### config.mk
export PLATFORM = sky130hd
export DESIGN_NAME = pprb_front
export DESIGN_NICKNAME = d
export VERILOG_FILES = /design/src/sv/pprb_pkg.sv /design/src/sv/pprb_front.sv
export SDC_FILE = /design/constraint.sdc
export NUM_CORES = 1
export LEC_CHECK = 0
export BUFFER_PORTS_ARGS = -buffer_cell sky130_fd_sc_hd__buf_4
export CAP_MARGIN = 40
export CORE_ASPECT_RATIO = 1.25
export CORE_MARGIN = 2
export CORE_UTILIZATION = 52
export DETAILED_ROUTE_END_ITERATION = 6
export PLACE_DENSITY = 0.9
export RECOVER_POWER = 25
export SLEW_MARGIN = 5
export SYNTH_ARGS = -nofsm -noshare
export SYNTH_HDL_FRONTEND = slang
export SYNTH_SLANG_ARGS = --single-unit
### constraint.sdc
create_clock -name clk -period 3.65 [get_ports clk]
set_input_delay 0.73 -clock clk [delete_from_list [all_inputs] [get_ports clk]]
set_output_delay 0.73 -clock clk [all_outputs]
set_load 0.02 [all_outputs]
### src/sv/pprb_pkg.sv
package pprb_pkg;

  localparam int MAX_BINS_DEF     = 1024;
  localparam int CORDIC_STEPS_DEF = 16;

  localparam int CW   = 17;  // coordinate width
  localparam int RW   = 17;  // range width
  localparam int AGW  = 16;  // angle width
  localparam int BIW  = 10;  // bin index port width
  localparam int STW  = 3;   // status width
  localparam int BCW  = 11;  // bin count register width
  localparam int CIW  = 3;   // configuration index width

  typedef enum logic [1:0] {
    OP_CLEAR  = 2'd0,
    OP_INSERT = 2'd1,
    OP_READ   = 2'd2,
    OP_NONE   = 2'd3
  } op_t;

  typedef enum logic [2:0] {
    ST_OK         = 3'd0,
    ST_INVALID    = 3'd1,
    ST_TOO_NEAR   = 3'd2,
    ST_OUTSIDE    = 3'd3,
    ST_NOT_NEARER = 3'd4
  } status_t;

  typedef enum logic [2:0] {
    CFG_ANGLE_MIN  = 3'd0,
    CFG_ANGLE_MAX  = 3'd1,
    CFG_ANGLE_STEP = 3'd2,
    CFG_RANGE_MIN  = 3'd3,
    CFG_RANGE_MAX  = 3'd4,
    CFG_BIN_COUNT  = 3'd5
  } cfg_reg_t;

  typedef enum logic [3:0] {
    BK_SWEEP,
    BK_IDLE,
    BK_MUL,
    BK_SUM,
    BK_ITER,
    BK_ANGLE,
    BK_CHECK,
    BK_DIV,
    BK_CLAMP,
    BK_MEM_WAIT,
    BK_MEM_USE
  } back_state_t;

  typedef struct packed {
    op_t                   op;
    logic signed [CW-1:0]  x;
    logic signed [CW-1:0]  y;
    logic                  pvalid;
    logic [BIW-1:0]        idx;
  } cmd_t;

  typedef struct packed {
    logic [AGW-1:0] win_lo;
    logic [AGW-1:0] win_hi;
    logic [AGW-1:0] angle_step;
    logic [RW-1:0]  near_lim;
    logic [RW-1:0]  far_lim;
    logic [BCW-1:0] bin_count;
  } cfg_t;

  // Arctangent of 2^-i in units of 2^-24 turn.
  function automatic logic [21:0] atan_turn(input logic [4:0] i);
    logic [21:0] v;
    case (i)
      5'd0:  v = 22'd2097152;
      5'd1:  v = 22'd1238021;
      5'd2:  v = 22'd654136;
      5'd3:  v = 22'd332050;
      5'd4:  v = 22'd166669;
      5'd5:  v = 22'd83416;
      5'd6:  v = 22'd41718;
      5'd7:  v = 22'd20860;
      5'd8:  v = 22'd10430;
      5'd9:  v = 22'd5215;
      5'd10: v = 22'd2608;
      5'd11: v = 22'd1304;
      5'd12: v = 22'd652;
      5'd13: v = 22'd326;
      5'd14: v = 22'd163;
      5'd15: v = 22'd81;
      5'd16: v = 22'd41;
      5'd17: v = 22'd20;
      5'd18: v = 22'd10;
      5'd19: v = 22'd5;
      5'd20: v = 22'd3;
      5'd21: v = 22'd1;
      5'd22: v = 22'd1;
      default: v = 22'd0;
    endcase
    return v;
  endfunction

endpackage

### src/sv/pprb_front.sv
module pprb_front import pprb_pkg::*; (
  input  logic                 clk,
  input  logic                 rst,
  input  logic                 start,
  input  logic                 sweeping,
  input  logic [1:0]           operation,
  input  logic signed [CW-1:0] point_x,
  input  logic signed [CW-1:0] point_y,
  input  logic                 point_valid,
  input  logic [BIW-1:0]       read_index,
  output logic                 busy,
  output cmd_t                 cmd,
  output logic                 cmd_valid,
  input  logic                 cmd_pop
);

  // Two-entry command queue between the port and the execution side.
  cmd_t       q [2];
  logic       wr_ptr;
  logic       rd_ptr;
  logic [1:0] count;
  logic       push;
  cmd_t       incoming;

  assign busy      = (count == 2'd2) || sweeping;
  assign push      = start && !busy;
  assign cmd_valid = (count != 2'd0);
  assign cmd       = q[rd_ptr];

  always_comb begin
    incoming.op     = op_t'(operation);
    incoming.x      = point_x;
    incoming.y      = point_y;
    incoming.pvalid = point_valid;
    incoming.idx    = read_index;
  end

  always_ff @(posedge clk) begin
    if (push) begin
      q[wr_ptr] <= incoming;
    end
  end

  always_ff @(posedge clk) begin
    if (rst) begin
      wr_ptr <= 1'b0;
      rd_ptr <= 1'b0;
      count  <= 2'd0;
    end else begin
      if (push) begin
        wr_ptr <= ~wr_ptr;
      end
      if (cmd_pop) begin
        rd_ptr <= ~rd_ptr;
      end
      count <= count + {1'b0, push} - {1'b0, cmd_pop};
    end
  end

endmodule

==> results of run 1 <==
[through the flow]
stage / cell area [um2] / power (mW) / util, %
3_5_place_dp: 4610 / 1.78 / 66.1
2_1_floorplan: 3750 / 1.61 / -
3_3_place_gp: 4610 / 1.77 / 66.1
5_1_grt: 4750 / 2.40 / 68.1
6_report: 4750 / 2.31 / 68.1
4_1_cts: 4760 / 2.33 / 68.2
[synth_stat cells (all sizes together)]
cell type and n:
buf 5, dfxtp 5, edfxtp 94, ha 2, inv 2, mux2 48, nand2b 2, nand3b 1
nor2 7, nor2b 1, or2 1, xnor2 2, xor2 1
[cell usage in the layout (no fill, tap or decap), drive strengths merged]
| cell type | synthesis | layout |
|---|---|---|
| edfxtp | 94 | 94 |
| nand2b | 2 | 2 |
| buf | 5 | 70 |
| clkinv | 0 | 3 |
| xor2 | 1 | 1 |
| ha | 2 | 2 |
| nor2 | 7 | 7 |
| clkbuf | 0 | 43 |
| xnor2 | 2 | 2 |
| mux2 | 48 | 48 |
| nor2b | 1 | 1 |
| dfxtp | 5 | 5 |
| inv | 2 | 2 |
| clkinvlp | 0 | 1 |
| nand3b | 1 | 1 |
| or2 | 1 | 1 |
[routing by layer]
metal | global-route usage (%) | share of wire, % | wire [um] | vias up
li1 | - | - | - | 876
met1 | 18.6 | 41 | 2460 | 894
met2 | 25.1 | 51 | 3050 | 70
met3 | 3.21 | 5.2 | 311 | 10
met4 | 8.08 | 1.9 | 112 | 0
met5 | 0 | 0 | 0 | -
[cell families (layout without fill, tap and decap cells)]
family / count (synthesis) / in the layout / share of synthesized area [%]
xor+xnor: 3 / 3 / 0.701
fa+ha+maj: 2 / 2 / 0.668
buf+inv: 7 / 119 / 1.54
flops: 99 / 99 / 78.0
mux: 48 / 48 / 17.4
simple gates: 12 / 12 / 1.67
[worst paths after layout]
kind | from | endpoint | slack, ns | cells after the start
setup / recovery | flip-flop | cmd[0] | 0.97 | 3
hold / removal | rd_ptr$_SDFFE_PP0P_ | rd_ptr$_SDFFE_PP0P_ | 0.53 | 2
setup reg to reg | count[0]$_SDFF_PP0_ | count[1]$_SDFF_PP0_ | 1.95 | 8
hold reg to reg | rd_ptr$_SDFFE_PP0P_ | rd_ptr$_SDFFE_PP0P_ | 0.53 | 2
[flip-flops by register name (all words and copies together) (netlist names), named ones only]
register and flops:
wr_ptr 1, rd_ptr 1, q 94, count 2
[area by class of cell]
| cell class | count | area, um2 | area share, % |
|---|---|---|---|
| clock buffer | 10 | 128 | 2.69 |
| clock inverter | 4 | 20.0 | 0.422 |
| inverter | 2 | 7.51 | 0.158 |
| multi-input combinational | 65 | 782 | 16.5 |
| sequential | 99 | 2920 | 61.6 |
| tap | 90 | 113 | 2.37 |
| timing repair buffer | 103 | 774 | 16.3 |
[worst max-delay path, stage by stage (launching register included)]
cell	delay, ns
dfxtp_2	0.79
buf_12	0.29
mux2_2	0.36
buf_4	0.16
[power by group through the flow]
stage	clock, mW	sequential [mW]	combinational, mW
after global placement	0	1.37	0.402
after global routing	0.615	1.36	0.428
after CTS	0.574	1.35	0.410
after detailed placement	0	1.37	0.409
after floorplan	0	1.36	0.254
final	0.557	1.35	0.402
==> impl_metrics.csv, run 1 <==
group,metric,value,unit
global_route,grt_pass1_vias,1926,
global_route,grt_pass1_wl,8850,um
clocking,cts_buffers,9,
pwr,p_leak,1.82,nW
global_route,grt_usage,15.2,%
clocking,cts-root-buf,"clkbuf_8",
timing,holdWs,0.531,ns
placed_design,post-place-ws,1.32,ns
clocking,clock_sinks,99,
setup_path,cp-end-kind,"output port",
route,avgRoutedWirePerCell,15.9,um
route,drt_iter0_markers,91,
timing,tns,0,ns
yosys,ys_seq_elements,99,
route,viasPerCell,4.96,
clocking,clock_latency,0.34,ns
timing,fin_ws,0.969,ns
finish,area_delta_synth_final,26.7,%
timing,setup_viol,0,
pwr,internal_power,1.76,mW
setup_path,critPathLaunchType,"flip-flop",
setup_path,required,2.92,ns
setup_path,cp.arrival,1.95,ns
yosys,synthCells,171,
route,dr_total_vias,1850,
clocking,cts_hold_buf,0,
yosys,synth_nets,225,
setup_path,crit_fanout,24,
finish,finalNonFillerCells,373,
route,ant_nets,0,
placed_design,place.detailed.hpwl,4020,um
pwr,p_seq_share,58.4,%
route,drt_wl_total,5930,um
clocking,cts_max_level,3,
global_route,grt_max_degree,48,
timing,drv_slew,0,
pwr,ir_drop,315,uV
finish,num_antenna_cells,0,
placed_design,place_congestion,0.713,
yosys,syn_area,3750,um2
flow_run,maxCapViolations,0,
min_path,hold_path.class,"reg -> reg",
yosys,synth_top_area_share,75.3,%
clocking,clkTransAtPathRegs,0.08,ns
placed_design,numPortBuffers,100,
clocking,post-cts-setup-buffers,0,
status,outcome,"finished clean",
die,start_util,53.7,%
timing,rsz0062_at_grt,"no",
finish,drive_above_1_share,58.0,%
timing,finalCritPeriodShare,73.5,%
timing,slew_headroom,53.2,%
global_route,grt_overflow,0,
pwr,p_per_area,486,nW/um2
yosys,synth_top_area_cell,"edfxtp_1",
clocking,cts_tree,"done",
clocking,post_cts_resized,0,
timing,fmax,0.373,GHz
clocking,cts_buffer_depth,2,
yosys,yosys-top-cells-area,"edfxtp_1, mux2_4, mux2_2",
pwr,switchingPower,0.548,mW
global_route,antenna_found_initial,0,
yosys,ys_types,15,
die,core,6980,um2
die,die_y,98.9,um
yosys,avgSynthCellArea,21.9,um2
setup_path,path_class,"reg -> out",
pwr,pwr-share-clk,24.2,%
finish,fillers,474,
timing,hold_viol,0,
timing,period_needed,2.68,ns
placed_design,dp_cells,359,
pwr,power_frac_comb,17.4,%
yosys,yosysSeqAreaShare,78.0,%
die,die_x,79.9,um
yosys,yosysWarnings,0,
pwr,switching_share,23.7,%
die,placementRows,34,
route,drcViolationCount,0,
timing,worst_slew_pin_slew,0.701,ns
timing,worst_clock_skew,0.00340,ns
die,die_area,7910,um2
finish,nNetsFinal,334,
route,firstDrtPassIters,4,
die,ios,101,
Note: power is estimated with default switching activity, not from simulation.
==> run 2, diff against run 1 <==
--- a/config.mk
+++ b/config.mk
@@ -9,9 +9,9 @@
 export CAP_MARGIN = 40
 export CORE_ASPECT_RATIO = 1.25
 export CORE_MARGIN = 2
-export CORE_UTILIZATION = 52
+export CORE_UTILIZATION = 47
 export DETAILED_ROUTE_END_ITERATION = 6
-export PLACE_DENSITY = 0.9
+export PLACE_DENSITY = 0.86
 export RECOVER_POWER = 25
 export SLEW_MARGIN = 5
 export SYNTH_ARGS = -nofsm -noshare
==> constraint.sdc (replaced) <==
create_clock -name clk -period 2.4 [get_ports clk]
set_input_delay 0.48 -clock clk [delete_from_list [all_inputs] [get_ports clk]]
set_output_delay 0.48 -clock clk [all_outputs]
set_load 0.02 [all_outputs]
==> run 2 against run 1 <==
Against the previous run: flip-flop and latch count did not move; worst setup slack lost 0.72 ns; clock skew up 0.0068 ns; routed wire length down 1.9%; via count increased by 0.86%.
==> impl_metrics.csv, run 2 (same netlist as run 1, synthesis figures left out) <==
group,metric,value,unit
timing,drv_slew,0,
finish,fin_area,4830,um2
die,placementRows,36,
clocking,cts_tree,"done",
timing,rsz0062_at_grt,"no",
finish,num_antenna_cells,0,
clocking,cts_hold_buf,0,
die,die_y,104,um
setup_path,crit_fanout,29,
setup_path,cpMostUsedCell,"buf_4",
global_route,grt_max_degree,48,
setup_path,path_cells,"buf_4, mux2_2, buf_4",
finish,largest_reg_flops,94,
clocking,post_cts_resized,0,
finish,area_delta_synth_final,28.8,%
route,top_layer,"met4",
min_path,hold_path.class,"in -> reg",
setup_path,timing.critical_path.max_delay_family,"buffers and inverters",
clocking,cts_buffer_depth,2,
timing,tns,0,ns
pwr,ir_drop,504,uV
clocking,clkTransAtPathRegs,0.09,ns
route,avgRoutedWirePerCell,15.3,um
route,ant_nets,0,
route,wl_met1,2150,um
route,drt_iter0_markers,119,
timing,finalCritPeriodShare,89.6,%
finish,layout_commonest_cell,"edfxtp_1",
timing,setup_viol,0,
min_path,min_from,"point_y[5]",
clocking,cts_max_level,3,
setup_path,cp.arrival,1.67,ns
die,die_area,8710,um2
pwr,pwr-share-clk,29.2,%
setup_path,r2r_setup_slack,0.70,ns
die,ios,101,
setup_path,path_buf_inv,2,
placed_design,place.detailed.hpwl,3890,um
finish,drive_above_1_share,57.7,%
pwr,power_frac_comb,16.8,%
global_route,grt_pass1_wl,9480,um
setup_path,path_class,"reg -> out",
route,dr_total_vias,1866,
route,drcViolationCount,0,
finish,final_cell_mix,"edfxtp_1, buf_4, mux2_4",
placed_design,place_congestion,0.703,
placed_design,numPortBuffers,100,
clocking,clock_latency,0.35,ns
timing,worst_clock_skew,0.0103,ns
die,core,7750,um2
timing,slew_headroom,68.1,%
status,outcome,"finished clean",
global_route,grt_usage,14.2,%
setup_path,crit_slowest_cell,"buf_4",
placed_design,placed_area,4640,um2
finish,regMostFlops,"q",
global_route,grt_overflow,0,
setup_path,r2r-start,"count[0]$_SDFF_PP0_",
route,firstDrtPassIters,4,
finish,top_regs,"q x94, count x2",
route,viasPerCell,4.90,
setup_path,cp_slowest_stage_delay,0.41,ns
timing,period_needed,2.15,ns
flow_run,maxCapViolations,0,
timing,hold_viol,0,
timing,holdWs,0.313,ns
global_route,grt_pass1_vias,2017,
pwr,p_per_area,779,nW/um2
die,die_x,83.9,um
pwr,switching_share,22.9,%
die,start_util,48.4,%
finish,fin_util,62.3,%
route,met3WireLength,331,um
setup_path,cp-end-kind,"output port",
route,drt_wl_total,5820,um
route,wl_met2,3140,um
clocking,clock_sinks,99,
timing,worst_slew_pin_slew,0.478,ns
setup_path,required,1.92,ns
pwr,p_seq_share,54.0,%
setup_path,critPathLaunchType,"flip-flop",
clocking,post-cts-setup-buffers,0,
clocking,cts-root-buf,"clkbuf_8",
global_route,antenna_found_initial,0,
finish,nNetsFinal,335,
pwr,internal_power,2.90,mW
timing,fmax,0.465,GHz
pwr,p_leak,1.84,nW
clocking,cts_buffers,9,
pwr,switchingPower,0.859,mW
## run 2: cell count changes in the layout (fill, tap and decap cells not counted), sizes merged
cell / change
bufinv: +2
buf: +1
## run 2: final cells by class
class	count	area, um2
Clock buffer	10	128
Sequential cell	99	2920
Inverter	2	7.51
Fill cell	564	2920
Timing Repair Buffer	104	787
Clock inverter	6	80.1
Tap cell	95	119
Multi-Input combinational cell	65	782
## run 2: worst register-to-register path, delay by kind of cell (launching register included)
family | cells | cell delay [ns]
XOR/XNOR | 2 | 0.32
adder cells (fa/ha/maj) | 2 | 0.51
buffers and inverters | 1 | 0.04
flip-flops | 1 | 0.36
AND/OR/NAND/NOR | 3 | 0.38
## run 2: power groups by stage
stage               Sequential, mW  Combinational [mW]  Clock [mW]
floorplan                     2.07               0.387           0
global placement              2.06               0.636           0
detailed placement            2.07               0.648           0
CTS                           2.03               0.650        1.12
global route                  2.04               0.677        1.18
finish                        2.03               0.632        1.10
## run 2: routing by layer
metal | vias up | global-route usage [%]
met5 | - | 0
met1 | 897 | 15.8
met4 | 0 | 8.53
met2 | 74 | 24.4
li1 | 879 | -
met3 | 16 | 3.35
## run 2: path summary, 6_finish.rpt
kind	endpoint	cells after the start
max	cmd[5]	3
min	q[0][16]$_DFFE_PP_	1
max reg2reg	count[1]$_SDFF_PP0_	8
min reg2reg	flip-flop	2
## run 2: through the flow
stage,std cells,setup WS (ns),power (mW)
finish,381,0.250,3.76
global route,381,0.152,3.90
CTS,381,0.201,3.81
detailed placement,365,0.448,2.72
global placement,365,0.569,2.70
floorplan,171,-0.752,2.46
